### src/hw/rtl/afow_queue.sv
// ----------------------------------------------------------------------------
// Overlap window framer queue
// Two-entry register queue between the front end and the back end.
// ----------------------------------------------------------------------------
module afow_queue #(
  parameter int WIDTH = 28
) (
  input  logic             clk_i,
  input  logic             rst_ni,
  input  logic             push_i,
  input  logic [WIDTH-1:0] data_i,
  input  logic             pop_i,
  output logic [WIDTH-1:0] data_o,
  output logic             full_o,
  output logic             empty_o
);

  logic [WIDTH-1:0] slot_q [2];
  logic             wptr_q, wptr_d;
  logic             rptr_q, rptr_d;
  logic [1:0]       count_q, count_d;

  assign full_o  = (count_q == 2'd2);
  assign empty_o = (count_q == 2'd0);
  assign data_o  = slot_q[rptr_q];

  // Pointer and occupancy update.
  always_comb begin
    wptr_d  = push_i ? ~wptr_q : wptr_q;
    rptr_d  = pop_i ? ~rptr_q : rptr_q;
    count_d = count_q;
    if (push_i && !pop_i) begin
      count_d = count_q + 2'd1;
    end else if (pop_i && !push_i) begin
      count_d = count_q - 2'd1;
    end
  end

  always_ff @(posedge clk_i or negedge rst_ni) begin
    if (!rst_ni) begin
      wptr_q  <= 1'b0;
      rptr_q  <= 1'b0;
      count_q <= 2'd0;
    end else begin
      wptr_q  <= wptr_d;
      rptr_q  <= rptr_d;
      count_q <= count_d;
    end
  end

  // Entry storage.
  always_ff @(posedge clk_i) begin
    if (push_i) begin
      slot_q[wptr_q] <= data_i;
    end
  end

`ifndef NO_ASSERTIONS
  // The back end never takes a word from an empty queue.
  a_no_underflow: assert property (@(posedge clk_i) disable iff (!rst_ni)
    pop_i |-> (count_q != 2'd0))
    else $error("queue read while empty");

  // The front end never writes a full queue.
  a_no_overflow: assert property (@(posedge clk_i) disable iff (!rst_ni)
    push_i |-> (count_q != 2'd2) || pop_i)
    else $error("queue written while full");
`endif

endmodule

### config.mk
export PLATFORM = sky130hd
export DESIGN_NAME = afow_queue
export DESIGN_NICKNAME = d
export VERILOG_FILES = /design/src/hw/rtl/afow_queue.sv
export SDC_FILE = /design/constraint.sdc
export NUM_CORES = 1
export LEC_CHECK = 0
export ABC_AREA = 0
export BUFFER_PORTS_ARGS = -buffer_cell sky130_fd_sc_hd__buf_2
export CORE_MARGIN = 10
export CORE_UTILIZATION = 23
export DETAILED_ROUTE_END_ITERATION = 8
export HOLD_SLACK_MARGIN = 0.06
export PLACE_DENSITY_LB_ADDON = 0.3
export SYNTH_ARGS = -nofsm -noshare
export SYNTH_HDL_FRONTEND = slang
export SYNTH_SLANG_ARGS = --single-unit
### constraint.sdc
create_clock -name clk_i -period 3 [get_ports clk_i]
set_input_delay 0.3 -clock clk_i [delete_from_list [all_inputs] [get_ports clk_i]]
set_output_delay 0.3 -clock clk_i [all_outputs]
set_load 0.005 [all_outputs]
======== Yosys cells after proc, flatten, opt, wreduce, memory -nomap -nowiden ========
Memory sizes are Yosys's and may differ from the RTL's.
Index checks and enable logic that the tools add are counted.
storage, ports and cells
  memory bits (writable) .................. 56
  input port bits ......................... 32
  word-level logic and storage cells ...... 19
  memories ................................ 1
  register bits ........................... 4
  output and inout bits ................... 30
memories
  memory  depth  bits a word  rd ports  clocked after Yosys merged registers in  wr ports  line  source
  slot_q  2      28           1         0                                        1         18    logic [WIDTH-1:0] slot_q [2];
cells by class
  add/subtract/negate cells ............... 2
  equal/unequal tests ..................... 1
  reduce and logical (&&, ||, !) cells .... 6
  bitwise operators ....................... 2
  mux-type cells .......................... 4
operator list
  kind                                                                 count
  2-bit 2-to-1 mux                                                     2
  2-bit by 1-bit adder with 2-bit output (second input constant)       1
  2-bit == test (second input constant)                                1
  1-bit logical AND                                                    2
  1-bit zero test                                                      2
  2-bit zero test                                                      1
  1-bit 2-to-1 mux                                                     2
  1-bit NOT                                                            2
  2-bit nonzero test                                                   1
  2-bit by 1-bit subtractor with 2-bit output (second input constant)  1

======== Logic depth before layout (Yosys ltp) ========
Gate-level depths: netlist of the first run.
  depth in word-level cells ............... 4
  mapped depth ............................ 5
  gate-level depth less buffers ........... 5

======== Worst setup path after synthesis of the first run ========
OpenSTA, ideal clock, no wires.
  path type ............................... register to register
  from .................................... register wptr_q
  to ...................................... memory slot_q[0][0] (enable)
  buffers on the path ..................... 0
  setup time .............................. 0.416 ns
  cell stages (with the launch flop) ...... 2
  data required time ...................... 2.584 ns
  period minus slack after synthesis ...... 2.082 ns
  setup slack ............................. 0.918 ns
  arrival time ............................ 1.666 ns
  cell sequence ........................... dfrtp_1 nor2b_1
RTL lines
  element                 line  source
  from (decl)             19    logic wptr_q, wptr_d;
  from (signal assigned)  45    wptr_q <= wptr_d;
  to (decl)               18
Straight into the memory's write port.

======== Worst setup path after layout of the first run ========
  from .................................... register rptr_q
  to ...................................... output port data_o[20]
between the ends
  word-level cells in the longest chain between the ends .. 1
ends and longest elaborated chain
  element                 line  source
  from (decl)             20    logic rptr_q, rptr_d;
  from (signal assigned)  46    rptr_q <= rptr_d;
  memory read 2 x 28 bit  n/a
  to (decl)               13    output logic [WIDTH-1:0] data_o,
Every way passes these cells.

==> key figures, run 1 <==
Timing
  • Final setup violation count: 0
  • Final Skew: 0.00691 ns
  • Slew Viols, Final: 0
  • Worst-Margin Slew: 0.456 ns
  • RSZ-0062 raised after global routing: no
  • Setup TNS: 0 ns
  • Fin crit period: 1.99 ns
  • Maximum clock rate: 503 MHz
  • Max_slew headroom: 0.696
  • Hold Violations, Final: 0
  • Final Cycle Share: 0.663

Worst setup path
  • Worst path bufs/invs: 2
  • Setup CP Type: register to output port
  • Reg2reg path depth: 2
  • Slowest-stage cell, CP: buf_4
  • Cell family with most CP delay: buffers and inverters
  • CP arrival: 1.69 ns
  • Worst setup path start: rptr_q
  • Crit path launch type: register
  • CP cell instances: buf_4, mux2_2, buf_2
  • Worst-path maximum fanout: 27
  • Crit end category: output port
  • Crit-path max cell delay: around 0.43 ns
  • Worst path depth: 3
  • CP Data Required Time: 2.70 ns
  • R2r startpoint: wptr_q

Die
  • Die X: 119 um
  • # IOs: 62
  • CORE AREA: approximately 9600 um2
  • Initial Util: 0.234
  • DIE HEIGHT: 119 um
  • Placement Rows: 36
  • Die Area: 14200 um2

Route
  • First-pass iteration count of the detailed router: 4
  • Vias after detailed routing: 1154
  • Post-Route WL: 4560 um
  • Iter 0 DRT Violations: between 50 and 60
  • DR vias/cell: approximately 3.7
  • Routed WL per cell: ~15 um
  • DRT antenna net count: 0
  • DR DRC count: 0

Layout
  • Final Cell Area: between 2000 and 3000 um2
  • Fraction of layout cells with a size suffix above 1: 0.591
  • Nets: about 210
  • Antenna cells: 0
  • P&R area growth vs syn: 29.1%

GRT
  • Largest net degree at the start of global routing: 29
  • Total global-route track usage: 0.0688
  • GR Overflow Total: 0
  • Initial antenna violation count: 0
  • Vias in the first global route: 1346
  • First-pass GRT wire length: 7360 um

Synthesis
  • Async SR Flop Fraction: 0.0667
  • Post-synth EDFFs: 56
  • YS warnings: 0
  • Share of the synthesized area in the top cell type: 0.746
  • #FFs+latches synth: 60
  • Area contributors post-synth: edfxtp_1 75%, mux2_2 9.0%, mux2_4 6.7%, dfrtp_1 4.4%, xor2_1 1.6%
  • Sequential area share after synthesis: 0.790
  • Cells after Synth: 103
  • Yosys top cell by area: edfxtp_1
  • Most frequent cells after synthesis: 56 x edfxtp_1, 18 x mux2_2, 10 x mux2_4, 4 x dfrtp_1, 4 x xor2_1
  • Synth Cell Area: 2250 um2
  • Synth Flop Type: edfxtp_1
  • Top-count cell post-synth: edfxtp_1
  • Synthesized area per cell: between 20 and 25 um2
  • Synth cell types: 14
  • Syn Nets: 136

Clock network
  • Setup bufs post-CTS: 0
  • Root Buffer: clkbuf_8
  • H-Tree Depth: 3
  • CTS max path bufs: 2
  • Total clock sinks: 60
  • Clock slew at reported path FFs: 0.07 ns
  • Worst-Skew Late Latency: 0.33 ns
  • TritonCTS clock tree: yes
  • CTS Buf Count: 9
  • Post_cts resized: 0

Worst hold path
  • HP Class: primary input to register
  • Hold Path Origin: data_i[11]
  • Hold path depth: 1

Power
  • Psw: 693 uW
  • Cell Int Power: 1870 uW
  • VDD IR max: 0.000381 V
  • Static Leak: 0.00112 uW
  • Sw Ratio: 0.270
  • P per Cell Area: 881 nW/um2
  • Part of the power in registers: 0.458
  • Comb pwr share: 0.277
  • Clock share of power: 0.265

Placed design
  • Cell Area, Placed: 2720 um2
  • I/O Buffers: 61
  • GP Congestion: 0.653
  • Hpwl dp: 2950 um

Run
  • Max-cap viol count: 0

Outcome
  • Status: completed
per-layer routing:
metal	wire length, um	up-vias	track usage	part of all wire
li1	-	543	-	-
met1	2050	562	0.0785	0.45
met2	2080	42	0.101	0.46
met3	351	7	0.0420	0.077
met4	80	0	0.0298	0.018
met5	0	-	0	0
stage by stage:
step | instances | total power, uW | utilization | hold slack (ns) | worst slack [ns]
floorplan | 103 | 1650 | - | 0.00441 | 0.918
global placement | 297 | 1930 | 0.282 | 0.114 | 1.35
detailed placement | 297 | 1940 | 0.282 | 0.120 | 1.34
CTS | 314 | 2640 | 0.302 | 0.131 | 0.966
global route | 314 | 2750 | 0.302 | 0.124 | 0.877
finish | 314 | 2560 | 0.302 | 0.157 | 1.01
placed cells by master, fill, tap and decap left out:
cell type / instances
xnor2_1: 1
nor2b_1: 1
and2_1: 1
buf_4: 3
dlygate4sd3_1: 1
buf_2: 61
mux2_4: 10
clkbuf_1: 2
nor2_1: 2
clkinvlp_4: 1
inv_1: 1
bufinv_16: 1
clkbuf_8: 9
edfxtp_1: 56
xor2_1: 4
clkinv_2: 3
ha_1: 1
dfrtp_1: 4
mux2_2: 18
nor2b_2: 1
registers in the layout (all words and copies together), names as in the netlist:
name     cells
wptr_q       1
count_q      2
rptr_q       1
slot_q      56
final cells by class:
| type | instances | area, um2 |
|---|---|---|
| Clock buffer | 11 | 131 |
| Inverter | 1 | 3.75 |
| Clock inverter | 5 | 52.6 |
| Multi-Input combinational cell | 39 | 438 |
| Fill cell | 979 | 6730 |
| Sequential cell | 60 | 1780 |
| Tap cell | 133 | 166 |
| Timing Repair Buffer | 65 | 338 |
timing repair:
action,CTS,global route
hold endpoints to repair,4,0
hold buffers,1,0
setup endpoints to repair,0,0
kinds of logic (layout without fill, tap and decap cells):
| logic type | count (synthesis) | in the layout | share of synthesized area |
|---|---|---|---|
| DFF | 60 | 60 | 0.790 |
| muxes | 28 | 28 | 0.156 |
| xor gates and xnor gates | 5 | 5 | 0.0194 |
| and+or+nand+nor | 5 | 5 | 0.0117 |
| buffers and inverters | 4 | 82 | 0.0166 |
| adders and majority gates | 1 | 1 | 0.00555 |
power by group through the flow:
stage / Combinational, uW / Sequential [uW] / Clock (uW)
floorplan: 472 / 1180 / 0
global placement: 742 / 1190 / 0
detailed placement: 744 / 1190 / 0
CTS: 745 / 1180 / 717
global route: 795 / 1200 / 755
finish: 711 / 1170 / 679
worst paths after layout:
kind	to	slack (ns)
min	slot_q[1][11]	0.16
min in group asynchronous	count_q[1]	0.31
max in group asynchronous	rptr_q	2.56
min reg2reg	count_q[1]	0.50
max reg2reg	slot_q[0][16]	1.75
max	data_o[20]	1.01
(Power assumes the default switching activity.)
==> run 2: changes to the inputs <==
- ABC_AREA: 0 -> 1
- clock period: 3 -> 1.7 ns (I/O delays scaled with it)
==> run 2 against run 1 <==
Against the previous run:
- power rose by 80%
- setup slack got worse by 0.93 ns
- clock power rose by 55%
- first-iteration DRC count rose by 8.8%
- core utilization rose by 3.6 points
- largest cell class unchanged
- routed wire length rose by 10%
- synthesized cell count rose by 8.7%
==> key figures, run 2 <==
Die
  • Die Area: 14300 um2
  • # IOs: just over 60
  • Initial Util: 0.235
  • CORE AREA: 9680 um2
  • DIE HEIGHT: 119 um
  • Placement Rows: 36
  • Die X: 119 um

Synthesis
  • Synthesized area per cell: 20.3 um2
  • #FFs+latches synth: 60
  • Yosys top cell by area: edfxtp_1
  • Post-synth EDFFs: 56
  • Synth Flop Type: edfxtp_1
  • Most frequent cells after synthesis: 56 x edfxtp_1, 18 x mux2_2, 10 x mux2_4, 7 x inv_1, 5 x nand2_1
  • Synth Cell Area: 2270 um2
  • Cells after Synth: 112
  • Share of the synthesized area in the top cell type: 0.739
  • Top-count cell post-synth: edfxtp_1
  • Async SR Flop Fraction: 0.0667
  • YS warnings: 0
  • Sequential area share after synthesis: 0.783
  • Synth cell types: 15
  • Area contributors post-synth: edfxtp_1 74%, mux2_2 8.9%, mux2_4 6.6%, dfrtp_1 4.4%, inv_1 1.2%
  • Syn Nets: approximately 150

Run
  • Max-cap viol count: 0

Worst setup path
  • Crit path launch type: register
  • R2R Setup Slk: 0.57 ns
  • R2r startpoint: wptr_q
  • Worst-path maximum fanout: 14
  • Crit end category: output port
  • Reg2reg path depth: 2
  • CP Data Required Time: 1.53 ns
  • Reg-to-reg endpoint: slot_q[0][24]
  • Setup CP Type: register to output port
  • CP arrival: 1.45 ns

Power
  • Comb pwr share: 0.319
  • Static Leak: between 0.001 and 0.0015 uW
  • Sw Ratio: 0.282
  • P per Cell Area: 1410 nW/um2
  • Cell Int Power: 3310 uW
  • Part of the power in registers: 0.452
  • VDD IR max: 0.000404 V
  • Clock share of power: 0.228
  • Psw: 1300 uW

Timing
  • Worst-Margin Slew: 0.197 ns
  • Final Skew: 0.00666 ns
  • Max_slew headroom: 0.869
  • Setup TNS: 0 ns
  • Hold Violations, Final: 0
  • Hold slack: about 0.17 ns
  • Fin crit period: 1.62 ns
  • RSZ-0062 raised after global routing: no
  • Slew Viols, Final: 0
  • Final setup violation count: 0
  • Final Cycle Share: 0.954
  • Maximum clock rate: 617 MHz

Layout
  • Final Non-Filler Cells: 354
  • P&R area growth vs syn: 43.8%
  • Most common cell after layout, fill and taps aside: buf_2
  • Reg with most FFs: slot_q
  • Biggest regs: slot_q x56, count_q x2
  • FF/Latch Area: 1780 um2
  • Max reg flops: 56
  • Footprint of the multi-input gates: 435 um2
  • Antenna cells: 0
  • Commonest non-fill, non-tap cells in the layout: 61 x buf_2, 56 x edfxtp_1, 31 x dlygate4sd3_1
  • Fraction of layout cells with a size suffix above 1: 0.489
  • Nets: between 200 and 250
  • FILL cells: between 900 and 1k

Route
  • DRT antenna net count: 0
  • DR vias/cell: 3.77
  • Routed WL per cell: 14.2 um
  • First-pass iteration count of the detailed router: 4
  • DR DRC count: 0
  • Vias after detailed routing: 1333
  • Iter 0 DRT Violations: 62
  • Post-Route WL: 5030 um

GRT
  • GR Overflow Total: 0
  • Vias in the first global route: ~1.4k
  • Largest net degree at the start of global routing: 29
  • Total global-route track usage: 0.0705
  • Initial antenna violation count: 0
  • First-pass GRT wire length: 7690 um

Placed design
  • I/O Buffers: 61
  • GP Congestion: 0.653
  • Hpwl dp: 3030 um
  • Placed Instances: 306

Clock network
  • CTS Buf Count: 9
  • H-Tree Depth: 3
  • TritonCTS clock tree: yes
  • Root Buffer: clkbuf_8
  • CTS max path bufs: 2
  • Total clock sinks: 60
  • Worst-Skew Late Latency: around 0.33 ns
  • Clock slew at reported path FFs: 0.07 ns

Outcome
  • Status: completed

Worst hold path
  • HP Class: primary input to asynchronous set/reset pin
[run 2: changes by cell type after synthesis, sizes merged, moves of 2 or more]
cell and delta:
inv +6, nand2 +5, nor2b -2, xor2 -2
[run 2: routing by layer]
metal	vias to the layer above	share of wire	GRT usage
met1	658	0.45	0.0817
met5	-	0	0
met2	42	0.48	0.106
met3	5	0.067	0.0378
met4	0	0.0062	0.0317
li1	628	-	-
[run 2: worst max path at each step]
stage	start	end	slack (ns)	depth (start not counted)
floorplan	wptr_q	slot_q[0][0]	0.14	1
global placement	rptr_q	data_o[25]	0.38	3
detailed placement	rptr_q	data_o[25]	0.38	3
CTS	rptr_q	data_o[25]	0.003	3
global route	rptr_q	data_o[17]	0.003	3
finish	rptr_q	data_o[12]	0.08	3
[run 2: power by group through the flow]
stage                     logic (uW)  registers (uW)  clock network (uW)
final                           1470            2090                1050
after global routing            1620            2120                1180
after CTS                       1460            2070                1110
after detailed placement        1400            2100                   0
after global placement          1410            2090                   0
after floorplan                  845            2080                   0
[run 2: area by class of cell]
type | instances | share of cell area
tap | 133 | 0.0509
clock inverter | 5 | 0.00880
multi-input combinational | 42 | 0.133
clock buffer | 11 | 0.0402
inverter | 7 | 0.00803
timing repair buffer | 96 | 0.214
sequential | 60 | 0.545
[run 2: cell families (layout without fill, tap and decap cells)]
family        Yosys count  count (layout)  share of synthesized area
flops                  60              60                      0.783
fa+ha+maj               1               1                    0.00550
xor+xnor                3               3                     0.0116
simple gates           10              10                     0.0182
buf+inv                10             119                     0.0264
mux                    28              28                      0.155
[run 2: what timing repair did]
action | 4_1_cts | 5_1_grt
buffers inserted | 0 | 0
setup endpoints to repair | 0 | 10
endpoints found under the hold margin | 62 | 0
hold buffers | 31 | 0
gates resized for setup | 0 | 1
[run 2: per-stage QoR]
stage	total power, uW	setup WS [ns]	util	cell area [um2]
floorplan	2920	0.142	-	2280
finish	4610	0.0788	0.338	3270
detailed placement	3510	0.377	0.287	2780
global placement	3500	0.379	0.287	2780
global route	4910	0.00294	0.338	3270
CTS	4640	0.00341	0.335	3250
[run 2: worst max-delay path: stages (launching register included)]
cell and delay (ns):
dfrtp_2 0.44, clkbuf_16 0.22, mux2_2 0.34, buf_2 0.13
==> run 3: changes to the inputs <==
- CTS_CLUSTER_DIAMETER: not set -> 80
- RECOVER_POWER: not set -> 50
==> run 3 against run 2 <==
Against the previous run:
- critical path depth is the same
- clock power is essentially flat
- via count grew 0.53%
- power shrank 0.56%
- hold slack gained 0.024 ns
- critical endpoint unchanged
- core utilization shrank 0.40 points
==> key figures, run 3 (same netlist as run 2, synthesis figures left out) <==
Route
  • Routed WL per cell: about 14 um
  • DR DRC count: 0
  • First-pass iteration count of the detailed router: 4
  • DRT antenna net count: 0
  • Iter 0 DRT Violations: 48
  • Post-Route WL: 5030 um
  • DR vias/cell: 3.79
  • Vias after detailed routing: 1340

Die
  • Initial Util: 0.235
  • # IOs: 62
  • Die X: roughly 120 um
  • CORE AREA: 9680 um2
  • Die Area: 14300 um2
  • Placement Rows: 36
  • DIE HEIGHT: 119 um

Timing
  • Maximum clock rate: 617 MHz
  • Max_slew headroom: 0.700
  • Hold Violations, Final: 0
  • Worst-Margin Slew: 0.450 ns
  • Final Cycle Share: 0.954
  • Setup TNS: 0 ns
  • Final setup violation count: 0
  • Final Skew: between 0.005 and 0.006 ns
  • RSZ-0062 raised after global routing: no
  • Slew Viols, Final: 0
  • Fin crit period: around 1.6 ns

Clock network
  • Clock slew at reported path FFs: 0.07 ns
  • TritonCTS clock tree: yes
  • CTS max path bufs: 2
  • H-Tree Depth: 3
  • CTS Buf Count: 9
  • Setup bufs post-CTS: 0
  • Root Buffer: clkbuf_8
  • Worst-Skew Late Latency: 0.33 ns
  • Total clock sinks: 60

Worst setup path
  • Crit-path max cell delay: roughly 0.44 ns
  • Setup CP Type: register to output port
  • CP arrival: 1.45 ns
  • R2R Setup Slk: around 0.41 ns
  • Crit path launch type: register
  • CP Data Required Time: between 1.5 and 2 ns
  • Reg2reg path depth: 3
  • Cell family with most CP delay: flip-flops
  • Worst-path maximum fanout: 14
  • Reg-to-reg endpoint: slot_q[1][22]
  • Crit end category: output port
  • R2r startpoint: wptr_q
  • Worst path bufs/invs: 2
  • Slowest-stage cell, CP: dfrtp_2
  • CP cell instances: clkbuf_16, mux2_2, buf_2

GRT
  • Total global-route track usage: 0.0705
  • GR Overflow Total: 0
  • Initial antenna violation count: 0
  • Vias in the first global route: 1442
  • Largest net degree at the start of global routing: 29
  • First-pass GRT wire length: 7690 um

Layout
  • Commonest non-fill, non-tap cells in the layout: 56 x edfxtp_1, 39 x buf_2, 31 x dlygate4sd3_1
  • Fraction of layout cells with a size suffix above 1: 0.394
  • Biggest regs: slot_q x56, count_q x2
  • Final Cell Area: about 3200 um2
  • Most common cell after layout, fill and taps aside: edfxtp_1
  • P&R area growth vs syn: 42.1%
  • FILL cells: 949
  • Antenna cells: 0
  • Max reg flops: 56
  • Nets: approximately 250
  • Reg with most FFs: slot_q

Outcome
  • Status: completed

Power
  • VDD IR max: 0.000397 V
  • P per Cell Area: 1420 nW/um2
  • Static Leak: 0.00123 uW

Placed design
  • Hpwl dp: 3030 um
  • Cell Area, Placed: 2780 um2
  • GP Congestion: approximately 0.65
  • I/O Buffers: 61

Worst hold path
  • HP Class: primary input to asynchronous set/reset pin

Run
  • Max-cap viol count: 0
==> run 3: cell types whose count changed in the layout (fill, tap and decap cells not counted), sizes merged <==
cell | before | now
buf | 64 | 41
clkbuf | 12 | 35
==> run 3: per-layer routing <==
| metal | vias to the layer above | track usage | share of wire |
|---|---|---|---|
| met1 | 665 | 0.0817 | 0.44 |
| met5 | - | 0 | 0 |
| met3 | 5 | 0.0378 | 0.067 |
| met4 | 0 | 0.0317 | 0.0062 |
| met2 | 42 | 0.106 | 0.48 |
| li1 | 628 | - | - |
==> run 3: worst max-delay path by stage <==
stage                     startpoint      endpoint  slack [ns]  cells after the start
after floorplan               wptr_q  slot_q[0][0]        0.14                      1
after global placement        rptr_q    data_o[25]        0.38                      3
after detailed placement      rptr_q    data_o[25]        0.38                      3
after CTS                     rptr_q    data_o[25]       0.003                      3
after global routing          rptr_q    data_o[17]       0.003                      3
final                         rptr_q    data_o[12]        0.08                      3
==> run 3: per-stage QoR <==
stage	total power, uW	setup slack [ns]	std cells	util	hold WS [ns]
3_5_place_dp	3510	0.377	306	0.287	-0.0168
3_3_place_gp	3500	0.379	306	0.287	-0.0162
2_1_floorplan	2920	0.142	112	-	-0.126
6_report	4580	0.0784	354	0.334	0.194
5_1_grt	4880	0.00294	354	0.334	0.202
4_1_cts	4640	0.00341	353	0.335	0.146
==> run 3: layout make-up <==
type / instances / area [um2] / area share
Inverter: 7 / 26.3 / 0.00813
Multi-Input combinational cell: 42 / 435 / 0.135
Clock buffer: 11 / 131 / 0.0406
Timing Repair Buffer: 96 / 662 / 0.205
Tap cell: 133 / 166 / 0.0515
Clock inverter: 5 / 28.8 / 0.00890
Sequential cell: 60 / 1780 / 0.551
==> run 3: repair_timing <==
item	in CTS	in global routing
endpoints found under the hold margin	62	0
resized for setup	0	1
endpoints found under the setup margin	0	10
hold buffers	31	0
==> run 3: worst reg2reg max path: stages, from the launching register on <==
cell and delay, ns:
dfrtp_1 0.39, nand2_1 0.06, inv_1 0.05, clkbuf_4 0.41
==> run 3: power breakdown <==
group	switching, uW	internal (uW)
sequential	116	1970
combinational	650	796
clock	532	519
