[config.mk]
export PLATFORM = sky130hd
export DESIGN_NAME = afow_front
export DESIGN_NICKNAME = d
export VERILOG_FILES = /design/src/hw/rtl/afow_pkg.sv /design/src/hw/rtl/afow_front.sv
export SDC_FILE = /design/constraint.sdc
export NUM_CORES = 1
export LEC_CHECK = 0
export ABC_AREA = 1
export BUFFER_PORTS_ARGS = -buffer_cell sky130_fd_sc_hd__buf_2
export CAP_MARGIN = 30
export CORE_ASPECT_RATIO = 0.8
export CORE_UTILIZATION = 38
export DETAILED_ROUTE_END_ITERATION = 12
export HOLD_SLACK_MARGIN = 0.06
export PLACE_DENSITY_LB_ADDON = 0.08
export SLEW_MARGIN = 10
export SYNTH_ARGS = -nofsm -noshare
export SYNTH_HDL_FRONTEND = slang
export SYNTH_SLANG_ARGS = --single-unit
[constraint.sdc]
create_clock -name clk_i -period 2.2 [get_ports clk_i]
set_input_delay 0.44 -clock clk_i [delete_from_list [all_inputs] [get_ports clk_i]]
set_output_delay 0.44 -clock clk_i [all_outputs]
set_load 0.02 [all_outputs]
[src/hw/rtl/afow_pkg.sv]
// ----------------------------------------------------------------------------
// Overlap window framer package
// Shared field widths, register indexes, the classification word that the
// front end attaches to each queued word, and helpers for the frame geometry.
// ----------------------------------------------------------------------------
package afow_pkg;

  // Field widths of the ports.
  localparam int SAMPLE_W   = 12;
  localparam int LEVEL_W    = 13;
  localparam int POS_W      = 10;
  localparam int COEF_W     = 16;
  localparam int CFG_IDX_W  = 2;
  localparam int CFG_DATA_W = 12;

  // Configuration register indexes.
  localparam logic [CFG_IDX_W-1:0] CFG_IDX_DC_BIAS  = 2'd0;
  localparam logic [CFG_IDX_W-1:0] CFG_IDX_AVG_EN   = 2'd1;
  localparam logic [CFG_IDX_W-1:0] CFG_IDX_WIN_EN   = 2'd2;

  // Reset value of the bias register (mid scale of the converter).
  localparam logic [SAMPLE_W-1:0] DC_BIAS_RST = 12'd2048;

  // Hann coefficient generation constants (Q30 and Q15).
  localparam longint unsigned PI_Q30   = 64'd3373259426;
  localparam longint unsigned ONE_Q30  = 64'd1 << 30;
  localparam longint unsigned COEF_MAX = 64'd32767;
  localparam int              COEF_FRAC = 15;

  // Classification of one accepted word, decided by the front end.
  typedef struct packed {
    logic seen;      // a full frame has passed, so both stores hold real data
    logic has_tail;  // an old tail sample goes out before the new one
    logic has_new;   // the new sample lands inside the FFT frame
    logic tail_wr;   // the new sample is kept for the next frame's overlap
    logic last;      // the new sample closes the frame
  } cls_t;

  // Number of samples carried over from the previous frame.
  function automatic int overlap_len(input int frame_len, input int fft_len);
    int raw;
    raw = (fft_len > frame_len) ? (fft_len - frame_len) : 0;
    return (raw > frame_len) ? frame_len : raw;
  endfunction

  // Number of new samples at the start of a frame that fall outside it.
  function automatic int skip_len(input int frame_len, input int fft_len);
    return (frame_len > fft_len) ? (frame_len - fft_len) : 0;
  endfunction

endpackage

[src/hw/rtl/afow_front.sv]
// ----------------------------------------------------------------------------
// Overlap window framer front end
// Accepts raw samples, removes the bias, tracks the frame index and tags each
// word with what the back end must do with it.
// ----------------------------------------------------------------------------
module afow_front #(
  parameter int FRAME_LEN = 736,
  parameter int FFT_LEN   = 1024
) (
  input  logic                                 clk_i,
  input  logic                                 rst_ni,
  input  logic                                 in_valid_i,
  output logic                                 in_ready_o,
  input  logic [afow_pkg::SAMPLE_W-1:0]        raw_sample_i,
  input  logic [afow_pkg::SAMPLE_W-1:0]        dc_bias_i,
  input  logic                                 full_i,
  output logic                                 push_o,
  output afow_pkg::cls_t                       cls_o,
  output logic [$clog2(FRAME_LEN)-1:0]         f_o,
  output logic signed [afow_pkg::LEVEL_W-1:0]  cur_o
);

  localparam int FIDX_W    = $clog2(FRAME_LEN);
  localparam int OVERLAP   = afow_pkg::overlap_len(FRAME_LEN, FFT_LEN);
  localparam int SKIP      = afow_pkg::skip_len(FRAME_LEN, FFT_LEN);
  localparam int TAIL_BASE = FRAME_LEN - OVERLAP;

  localparam logic [FIDX_W:0]   OVL_C  = (FIDX_W + 1)'(OVERLAP);
  localparam logic [FIDX_W:0]   SKIP_C = (FIDX_W + 1)'(SKIP);
  localparam logic [FIDX_W:0]   BASE_C = (FIDX_W + 1)'(TAIL_BASE);
  localparam logic [FIDX_W-1:0] LAST_C = FIDX_W'(FRAME_LEN - 1);

  logic [FIDX_W-1:0] f_q, f_d;
  logic              seen_q, seen_d;
  logic              accept;
  logic              f_last;

  assign in_ready_o = ~full_i;
  assign accept     = in_valid_i & ~full_i;
  assign push_o     = accept;
  assign f_last     = (f_q == LAST_C);

  // Classify the word by its place in the frame.
  always_comb begin
    cls_o.seen     = seen_q;
    cls_o.has_tail = ({1'b0, f_q} < OVL_C);
    cls_o.has_new  = ({1'b0, f_q} >= SKIP_C);
    cls_o.tail_wr  = ({1'b0, f_q} >= BASE_C);
    cls_o.last     = f_last;
  end

  // Bias removal; the difference always fits in the signed level width.
  assign cur_o = $signed({1'b0, raw_sample_i}) - $signed({1'b0, dc_bias_i});
  assign f_o   = f_q;

  // Frame index and first-frame flag advance on every accepted word.
  always_comb begin
    f_d    = f_q;
    seen_d = seen_q;
    if (accept) begin
      f_d    = f_last ? '0 : f_q + 1'b1;
      seen_d = seen_q | f_last;
    end
  end

  always_ff @(posedge clk_i or negedge rst_ni) begin
    if (!rst_ni) begin
      f_q    <= '0;
      seen_q <= 1'b0;
    end else begin
      f_q    <= f_d;
      seen_q <= seen_d;
    end
  end

`ifndef NO_ASSERTIONS
  // The index wraps after the last sample of a frame and marks the stores live.
  a_frame_wrap: assert property (@(posedge clk_i) disable iff (!rst_ni)
    accept && f_last |=> (f_q == '0) && seen_q)
    else $error("frame index did not wrap after the last sample");
`endif

endmodule

# == Word-level counts from Yosys, hierarchy flattened ==
# Cells that the tools add are included.
# word_totals
ff_bits,11
input_bits,28
output_inout_bits,30
wordCells,11
# classes
add_sub_neg,2
magnitude_cmp,2
eq_ne,1
n_mux,1
bitwise_logic,3
# op_table
op,n
12-bit by 12-bit subtractor with 13-bit output,1
"10-bit by 1-bit adder with 10-bit output, second input constant",1
"10-bit equality test, second input constant",1
"10-bit by 9-bit >= comparator with 1-bit output, second input constant",1
"10-bit by 9-bit < comparator with 1-bit output, second input constant",1
10-bit 2-to-1 mux,1
1-bit bitwise AND,1
1-bit NOT,1
1-bit bitwise OR,1

# == Logic depth before layout (Yosys ltp) ==
# Gate-level depths: netlist of the first run.
# depth
word_depth,2
mapped_depth,10
depth_no_buf,10

# == Worst setup path before layout of the first run ==
# OpenSTA, ideal clock, no wires.
# synth_path
kind,input to output
startpoint,input port raw_sample_i[0] (netlist bit)
endpoint,output port cur_o[6] (netlist bit)
t_arrival_ps,1776
required_time_ps,1760
slack_ps,-16
path_stages,7
path_buffers,0
path_cell_list,inv_1 > ha_1 > fa_1 > nor2_2 > nor2_2 > o21ai_1 > xor2_1
# synth_via
elab_chain_len,1
# synth_rtl
element,line_no,source
from (decl),afow_front.sv:14,"input logic [afow_pkg::SAMPLE_W-1:0] raw_sample_i,"
12-bit by 12-bit subtractor with 13-bit output,afow_front.sv:53,"assign cur_o = $signed({1'b0, raw_sample_i}) - $signed({1'b0, dc_bias_i});"
to (decl),afow_front.sv:20,output logic signed [afow_pkg::LEVEL_W-1:0] cur_o
# Every way passes these cells.

# == Final worst setup path of the first run ==
# layout_path
startpoint,input port raw_sample_i[0] (netlist bit)
endpoint,output port cur_o[8] (netlist bit)
# Same word-level chain as after synthesis.

==> out/results.ini, run 1 <==
[power_and_ir_drop]
ir_worst_vdd_mv=0.441
leakagePower_nw=1.17
powerDensity_mw_per_mm2=612

[routing]
wire_per_inst_um=9.21
final_antenna_net_count=0
drtIter0Drc=65
wl_met1_um=1510
wl_um=3100
post-route-drc-count=0
via_count=1528
dr_wl_met3_um=129
wl_met2_um=1440
drt_first_pass_iters=4
via_per_inst=4.53
top_layer=met4

[timing]
finalClockSkew_ns=0.000953
setup_violations=0
fin_crit_ns=2.16
rsz0062_at_grt=yes
fin_crit_sh=0.982
hold_viol=0
maxSlewViolCount=0
fmax_mhz=463
worst_slack_ns=0.0406
tns_ns=0

[worst_hold_path]
min_path_type=input port to async pin

[synth]
synth.area.top_cells=dfrtp_1 20%, nand2_1 19%, inv_1 14%
yosys.area.top_type_share=0.198
synth_ff_type=dfrtp_1
yosys_warnings=0
synth_cell_types=25
synth.most_common_cell=nand2_1
synth_edf_count=0
syn-cell-area_mm2=0.00139
synth_common_cells=72 x nand2_1, 53 x inv_1, 18 x nor2_1
syn_nets=275
synth-seq-cells=11
yosys.area.top_type=dfrtp_1
avgSynthCellArea_um2=5.97
seq_area_frac_synth=0.198
netlist_instances=233
synthArstFlopShare=1.00

[place]
dp_slack_ns=-0.160
hpwl_um=2650
io_buffer_count=56
post-place-cells=332
gp_congestion=0.826
postPlaceCellArea_mm2=0.00174

[clock_network]
tritoncts=yes
clk_pin_slew_ns=0.05
cts_buffers=3
cts_root_buf=clkbuf_8
cts_hold_buf=0
clk_latency_ns=0.23
numClockSinks=11
clockBufferDepth=2
h-tree-depth=1

[setup_path]
path_max_fanout=4
cp-end-kind=primary output
path_class=input port to primary output
worst-endpoint-required_ns=1.76
cp-start-kind=input port
arrival_ns=1.72

[outcome]
outcome=completed

[die]
die_h_um=56.1
io_pins=58
core-area_mm2=0.00347
initial_core_util=0.401
die-area_mm2=0.00391
chipWidth_um=69.7
core.rowCount=19

[finish]
final_util=0.562
drive_above_1_share=0.305
nNetsFinal=338
final_area_mm2=0.00195
fin_cells=337
n_antenna_cell=0
synthToLayoutAreaGrowth_pct=40.2

[global_route]
grt_max_degree=12
grt-ovfl-total=0
antenna_found_initial=0
grt_pass1_wl_um=5510
first_global_vias=1350
grt_usage=0.170

[flow_run]
maxCapViolations=0

-- final timing paths --
check / startpoint / endpoint / slack, ns / cells past startpoint
setup / recovery: raw_sample_i[0] / cur_o[8] / 0.04 / 11
max in group asynchronous: rst_ni / f_o[8]$_DFFE_PN0P_ / 1.93 / 1
setup reg to reg: f_o[0]$_DFFE_PN0P_ / f_o[7]$_DFFE_PN0P_ / 0.78 / 8
hold reg to reg: seen_q$_DFFE_PN0P_ / seen_q$_DFFE_PN0P_ / 0.47 / 1
hold / removal: rst_ni / f_o[7]$_DFFE_PN0P_ / 0.07 / 1
min in group clk_i: seen_q$_DFFE_PN0P_ / seen_q$_DFFE_PN0P_ / 0.47 / 1
-- worst max-delay path, cell delays in order --
cell	delay (ns)
buf_6	0.07
inv_4	0.03
ha_4	0.15
fa_2	0.37
nor2_4	0.11
nor2_4	0.05
or2_1	0.22
nand2_1	0.06
nand2_1	0.04
nand2_1	0.06
buf_6	0.11
-- flip-flops by register name, summed over array words and instances, names as in the netlist --
name	flops
f_o	10
seen_q	1
-- per-layer routing --
layer,track usage,vias to the layer above
li1,-,834
met1,0.233,655
met2,0.288,35
met3,0.00725,4
met4,0.0543,0
met5,0,-
-- final cells by class --
cell class / count / area, µm²
repair buffers: 61 / 343
flip-flops and latches: 11 / 275
fillers: 348 / 1520
inverters: 54 / 205
multi-input cells: 165 / 1030
well taps: 42 / 52.6
clock buffers: 4 / 45.0
-- through the flow --
step	hold slack (ns)	power, mW
2_1_floorplan	0.144	0.748
3_3_place_gp	0.327	0.950
3_5_place_dp	0.329	0.952
4_1_cts	0.0802	1.17
5_1_grt	0.0802	1.30
6_report	0.0659	1.19
-- cells in the final DEF (no fill, tap or decap), types with 4 or more instances in the layout --
cell,n
dfrtp_1,11
buf_4,5
nor3_1,7
nor2_1,17
buf_6,4
ha_4,7
nand3_1,16
nand2_1,71
inv_1,52
nand2_2,4
ha_1,5
a21oi_1,5
buf_2,52
nand4_1,5
xor2_1,6
-- logic make-up (layout without fill, tap and decap cells) --
family | Yosys count | in the layout | synth area share
simple gates | 130 | 130 | 0.408
fa+ha+maj | 14 | 14 | 0.131
other cells | 1 | 1 | 0.00270
compound gates | 11 | 11 | 0.0414
flops | 11 | 11 | 0.198
xor+xnor | 9 | 9 | 0.0567
buf+inv | 57 | 119 | 0.162
-- report_power, final --
group          switching, mW  total [mW]  leakage (nW)  internal (mW)
sequential            0.0657       0.327         0.135          0.261
clock                 0.0726       0.199        0.0228          0.127
combinational          0.411       0.668          1.02          0.257
total                  0.549        1.19          1.17          0.645
-- repair_timing --
item / in CTS / in global routing
buffers inserted: 0 / 1
gates resized for setup: 13 / 19
pin swaps: 3 / 2
endpoints found under the setup margin: 4 / 8
Note: power is estimated with default switching activity, not from simulation.
==> run 2: changes to the inputs <==
Settings changed: CORE_UTILIZATION 38 to 35, REMOVE_ABC_BUFFERS set to 1.
Clock period 2.2 ns to 2.76 ns, I/O delays scaled along.
==> run 2 against run 1 <==
Effect of this change:
- cell count is 2.4% higher
- total power is 24% lower
- final area fell by 9.6%
- sequential share of layout area increased by 1.5 points
- critical path depth did not move
- routed wire length up 6.5%
- via count down 1.4%
- global-route usage fell by 1.1 points
- first-iteration DRC count rose by 9.2%
- largest power group unchanged
- highest routed layer unchanged
==> out/results.ini, run 2 (same netlist as run 1, synthesis figures left out) <==
[outcome]
outcome=completed

[clock_network]
clk_latency_ns=0.24  ; about the same
clockBufferDepth=2  ; unchanged
cts_hold_buf=0  ; unchanged
h-tree-depth=1  ; unchanged
clk_pin_slew_ns=0.05  ; about the same
cts_buffers=3  ; unchanged
tritoncts=yes
numClockSinks=11  ; unchanged
cts_root_buf=clkbuf_8
postCtsSetupBuffers=0  ; unchanged
cts-resized-gates=0  ; -13

[finish]
n_fill_cell=417  ; +20%
largest_reg_flops=10  ; unchanged
final_cell_mix=72 x nand2_1, 56 x buf_2, 53 x inv_1
final_area_mm2=0.00176  ; -9.6%
drive_above_1_share=0.238  ; -0.0672
final_common_cell=nand2_1
synthToLayoutAreaGrowth_pct=26.8
n_antenna_cell=0  ; unchanged
nNetsFinal=333  ; -1.5%

[setup_path]
arrival_ns=2.06  ; +0.34 ns
cp-end-kind=primary output
worst-endpoint-required_ns=2.21  ; +0.45 ns
path_class=input port to primary output
path_max_fanout=4  ; unchanged
cp-start-kind=input port

[timing]
rsz0062_at_grt=no
tns_ns=0  ; unchanged
fmax_mhz=383
setup_violations=0  ; unchanged
fin_crit_sh=0.945
fin_crit_ns=2.61
relSlewSlack=0.664
worstMarginPinSlew_ns=0.500
maxSlewViolCount=0  ; unchanged
hold_viol=0  ; unchanged
finalClockSkew_ns=0.00318  ; +0.00223 ns

[global_route]
grt_usage=0.158  ; -0.0112
grt-ovfl-total=0  ; unchanged
first_global_vias=1226  ; -9.2%
grt_pass1_wl_um=5320  ; -3.5%
antenna_found_initial=0  ; unchanged
grt_max_degree=12  ; unchanged

[routing]
via_count=1507  ; -1.4%
wire_per_inst_um=9.58  ; +4.0%
final_antenna_net_count=0  ; unchanged
drt_first_pass_iters=4  ; unchanged
drtIter0Drc=71  ; +9.2%
post-route-drc-count=0  ; unchanged
via_per_inst=4.37  ; -3.7%
wl_um=3310  ; +6.5%

[power_and_ir_drop]
powerDensity_mw_per_mm2=517  ; -16%
ir_worst_vdd_mv=0.338  ; -24%
leakagePower_nw=1.14  ; -3.1%

[die]
chipWidth_um=72.5  ; +4.1%
core-area_mm2=0.00380  ; +9.6%
die_h_um=58.4  ; +4.1%
core.rowCount=20  ; +1
die-area_mm2=0.00423  ; +8.3%
initial_core_util=0.366  ; -0.0351
io_pins=58  ; unchanged

[worst_hold_path]
min_path_type=input port to async pin

[place]
gp_congestion=0.830  ; +0.57%
hpwl_um=2780  ; +4.9%
postPlaceCellArea_mm2=0.00172  ; -1.2%
io_buffer_count=56  ; unchanged

[flow_run]
maxCapViolations=0  ; unchanged

[run 2: final timing paths]
check,cells after the start,end,start,slack [ns]
min in group clk_i,1,seen_q$_DFFE_PN0P_,seen_q$_DFFE_PN0P_,0.48
setup / recovery,11,cur_o[8],raw_sample_i[0],0.15
setup reg to reg,8,f_o[7]$_DFFE_PN0P_,f_o[0]$_DFFE_PN0P_,1.34
hold reg to reg,1,seen_q$_DFFE_PN0P_,seen_q$_DFFE_PN0P_,0.48
hold / removal,1,f_o[6]$_DFFE_PN0P_,rst_ni,0.17
max in group asynchronous,1,f_o[7]$_DFFE_PN0P_,rst_ni,2.38
[run 2: area by class of cell]
type	instances	area (µm²)	area share
multi-input cells	165	891	0.505
inverters	54	203	0.115
clock inverters	1	5.00	0.00284
well taps	55	68.8	0.0390
flip-flops and latches	11	275	0.156
clock buffers	3	41.3	0.0234
repair buffers	56	280	0.159
[run 2: layer usage]
layer,vias up,wire [µm],GRT usage
li1,819,-,-
met1,639,1880,0.252
met2,46,1190,0.222
met3,3,219,0.0342
met4,0,12,0.0168
met5,-,0,0
[run 2: where the power goes]
| part | switching, mW | total (mW) | internal (mW) |
|---|---|---|---|
| clock | 0.0660 | 0.166 | 0.0996 |
| sequential | 0.0534 | 0.261 | 0.208 |
| combinational | 0.316 | 0.486 | 0.170 |
| total | 0.436 | 0.913 | 0.477 |
[run 2: worst max-delay path, cell delays in order]
cell and delay, ns:
buf_2 0.07, inv_1 0.03, ha_1 0.21, fa_1 0.45, nor2_2 0.14, nor2_2 0.07
or2_1 0.22, nand2_1 0.06, nand2_1 0.04, nand2_1 0.05, buf_2 0.16
[run 2: per-stage QoR]
step / hold WS, ns / worst slack (ns) / total power [mW] / util / std cells
2_1_floorplan: 0.256 / 0.320 / 0.592 / - / 230
3_3_place_gp: 0.442 / 0.171 / 0.751 / 0.452 / 341
3_5_place_dp: 0.443 / 0.143 / 0.749 / 0.452 / 341
4_1_cts: 0.180 / 0.138 / 0.921 / 0.464 / 345
5_1_grt: 0.185 / 0.0817 / 0.994 / 0.464 / 345
6_report: 0.172 / 0.152 / 0.913 / 0.464 / 345
==> run 3: changes to the inputs <==
Settings changed: ABC_AREA 1 to not set.
==> run 3 against run 2 <==
Effect of this change:
- total power is 12% lower
- sequential share of layout area rose by 1.5 points
- combinational power fell by 18%
- area after synthesis is 11% lower
- via count fell by 18%
- largest cell class unchanged
- highest routed layer unchanged
==> out/results.ini, run 3 <==
[clock_network]
clockBufferDepth=2  ; unchanged
numClockSinks=11  ; unchanged
h-tree-depth=1  ; unchanged
cts_root_buf=clkbuf_8
cts_buffers=3  ; unchanged
cts_hold_buf=0  ; unchanged
clk_pin_slew_ns=0.05  ; about the same
clk_latency_ns=0.24  ; about the same
tritoncts=yes

[global_route]
antenna_found_initial=0  ; unchanged
grt_pass1_wl_um=4020  ; -25%
grt_usage=0.145  ; -0.0131
grt-ovfl-total=0  ; unchanged
first_global_vias=934  ; -24%
grt_max_degree=12  ; unchanged

[timing]
finalClockSkew_ns=0.00599  ; +0.00280 ns
maxSlewViolCount=0  ; unchanged
hold_viol=0  ; unchanged
tns_ns=0  ; unchanged
fmax_mhz=377  ; -1.6%
setup_violations=0  ; unchanged
fin_crit_ns=2.65  ; +0.0432 ns
fin_crit_sh=0.961  ; +0.0156

[die]
core.rowCount=18  ; -10%
core-area_mm2=0.00322  ; -15%
chipWidth_um=68.4  ; -5.6%
die-area_mm2=0.00377  ; -11%
io_pins=58  ; unchanged
initial_core_util=0.383  ; +0.0177
die_h_um=55.1  ; -5.6%

[synth]
syn-cell-area_mm2=0.00123  ; -11%
seq_area_frac_synth=0.223  ; +0.0251
synth.most_common_cell=inv_1
synth.area.top_cells=dfrtp_1 22%, ha_1 13%, inv_1 6.1%
avgSynthCellArea_um2=8.12  ; +36%
yosys.area.top_type_share=0.223  ; +0.0251
synth-seq-cells=11  ; unchanged
yosys_warnings=0  ; unchanged
netlist_instances=152  ; -35%
synthArstFlopShare=1.00  ; unchanged
yosys.area.top_type=dfrtp_1
synth_ff_type=dfrtp_1
synth_edf_count=0  ; unchanged
synth_cell_types=43  ; +72%
synth_common_cells=20 x inv_1, 13 x ha_1, 13 x nor2_1

[power_and_ir_drop]
swShare=0.425  ; -0.0527
ir_worst_vdd_mv=0.218  ; -35%
leakagePower_nw=0.886  ; -22%
p_clk_frac=0.203  ; +0.022
comb_power_share=0.498  ; -0.034
p_int_uw=460  ; -3.6%
p_sw_uw=339  ; -22%
p_seq_frac=0.299  ; +0.013
powerDensity_mw_per_mm2=496  ; -4.1%

[setup_path]
r2r-start=f_o[6]$_DFFE_PN0P_
path_class=input port to primary output
cp-start-kind=input port
cp-end-kind=primary output
worst-endpoint-required_ns=2.21  ; about the same
cp-startpoint=raw_sample_i[0]
path_max_fanout=4  ; unchanged
arrival_ns=2.10  ; +0.04 ns
r2r_cells=5  ; -3

[place]
gp_congestion=0.822  ; -1.0%
hpwl_um=2210  ; -21%
postPlaceCellArea_mm2=0.00156  ; -9.3%
io_buffer_count=56  ; unchanged

[flow_run]
maxCapViolations=0  ; unchanged

[finish]
largest_reg_flops=10  ; unchanged
nNetsFinal=254  ; -24%
n_fill_cell=333  ; -20%
final_area_mm2=0.00161  ; -8.7%
synthToLayoutAreaGrowth_pct=30.4
n_antenna_cell=0  ; unchanged
final_cell_mix=55 x buf_2, 20 x inv_1, 13 x nor2_1
final_common_cell=buf_2
drive_above_1_share=0.351  ; +0.113

[routing]
final_antenna_net_count=0  ; unchanged
drt_first_pass_iters=4  ; unchanged
via_count=1231  ; -18%
via_per_inst=4.90  ; +12%
wl_um=2700  ; -18%
post-route-drc-count=0  ; unchanged
drtIter0Drc=69  ; -2.8%
wire_per_inst_um=10.7  ; +12%

[worst_hold_path]
min_path_type=input port to async pin

[outcome]
outcome=completed

==> run 3: cell types whose count changed in the layout (fill, tap and decap cells not counted), sizes merged, moves of 2 or more <==
cell / delta
o311ai: +2
nand3: -11
nor2b: +3
o21ai: +6
a21o: +3
nand2b: +4
nor2: -8
o211ai: +2
inv: -32
buf: +2
nor3: -3
nand2: -63
xnor2: +6
clkinv: -2
==> run 3: critical path, stage by stage <==
cell and delay [ns]:
buf_2 0.08, inv_1 0.03, ha_1 0.21, fa_2 0.38, nor2b_4 0.14, o31a_4 0.16
nor3_4 0.04, o21bai_1 0.17, xor2_1 0.17, buf_4 0.16
==> run 3: per-layer routing <==
| layer | share of wire | vias to the layer above | global-route usage | wire (µm) |
|---|---|---|---|---|
| met1 | 0.53 | 550 | 0.212 | 1430 |
| met2 | 0.41 | 36 | 0.203 | 1100 |
| met4 | 0.017 | 0 | 0.0625 | 46 |
| met5 | 0 | - | 0 | 0 |
| met3 | 0.046 | 5 | 0.0307 | 124 |
| li1 | - | 640 | - | - |
==> run 3: timing repair <==
item	4_1_cts	5_1_grt
resized for setup	0	3
endpoints found under the hold margin	0	0
setup endpoints to repair	0	4
setup buffers	0	0
==> run 3: kinds of logic after synthesis <==
kind of cell | Yosys count | share of synthesized area
mux | 1 | 0.00811
fa+ha+maj | 14 | 0.148
simple gates | 54 | 0.239
other cells | 1 | 0.00304
compound gates | 32 | 0.190
xor+xnor | 15 | 0.106
flops | 11 | 0.223
buf+inv | 24 | 0.0821
==> run 3: stage by stage <==
stage | setup WS (ns) | cells | hold slack, ns | total power, mW | util
2_1_floorplan | 0.144 | 149 | 0.256 | 0.506 | -
3_3_place_gp | 0.0691 | 247 | 0.434 | 0.633 | 0.484
3_5_place_dp | 0.0377 | 247 | 0.439 | 0.637 | 0.484
4_1_cts | 0.0224 | 251 | 0.181 | 0.806 | 0.498
5_1_grt | -0.00712 | 251 | 0.193 | 0.861 | 0.500
6_report | 0.108 | 251 | 0.173 | 0.799 | 0.500
==> run 3: power by group through the flow <==
stage	Clock [mW]	Combinational [mW]	Sequential, mW
floorplan	0	0.231	0.275
global placement	0	0.393	0.240
detailed placement	0	0.396	0.241
CTS	0.168	0.398	0.239
global route	0.177	0.438	0.246
finish	0.162	0.398	0.239
==> run 3: path summary, 6_finish.rpt <==
check / slack (ns) / end
worst max register to register: 1.43 / f_o[9]$_DFFE_PN0P_
max in group asynchronous: 2.37 / f_o[7]$_DFFE_PN0P_
worst min register to register: 0.46 / seen_q$_DFFE_PN0P_
min in group clk_i: 0.46 / seen_q$_DFFE_PN0P_
worst min-delay path: 0.17 / f_o[4]$_DFFE_PN0P_
worst max-delay path: 0.11 / cur_o[10]
==> run 3: layout make-up <==
class,instances,area (µm²),share of cell area
Multi-Input combinational cell,117,863,0.536
Timing Repair Buffer,58,298,0.185
Sequential cell,11,275,0.171
Inverter,21,78.8,0.0490
Tap cell,40,50.0,0.0311
Clock buffer,4,45.0,0.0280
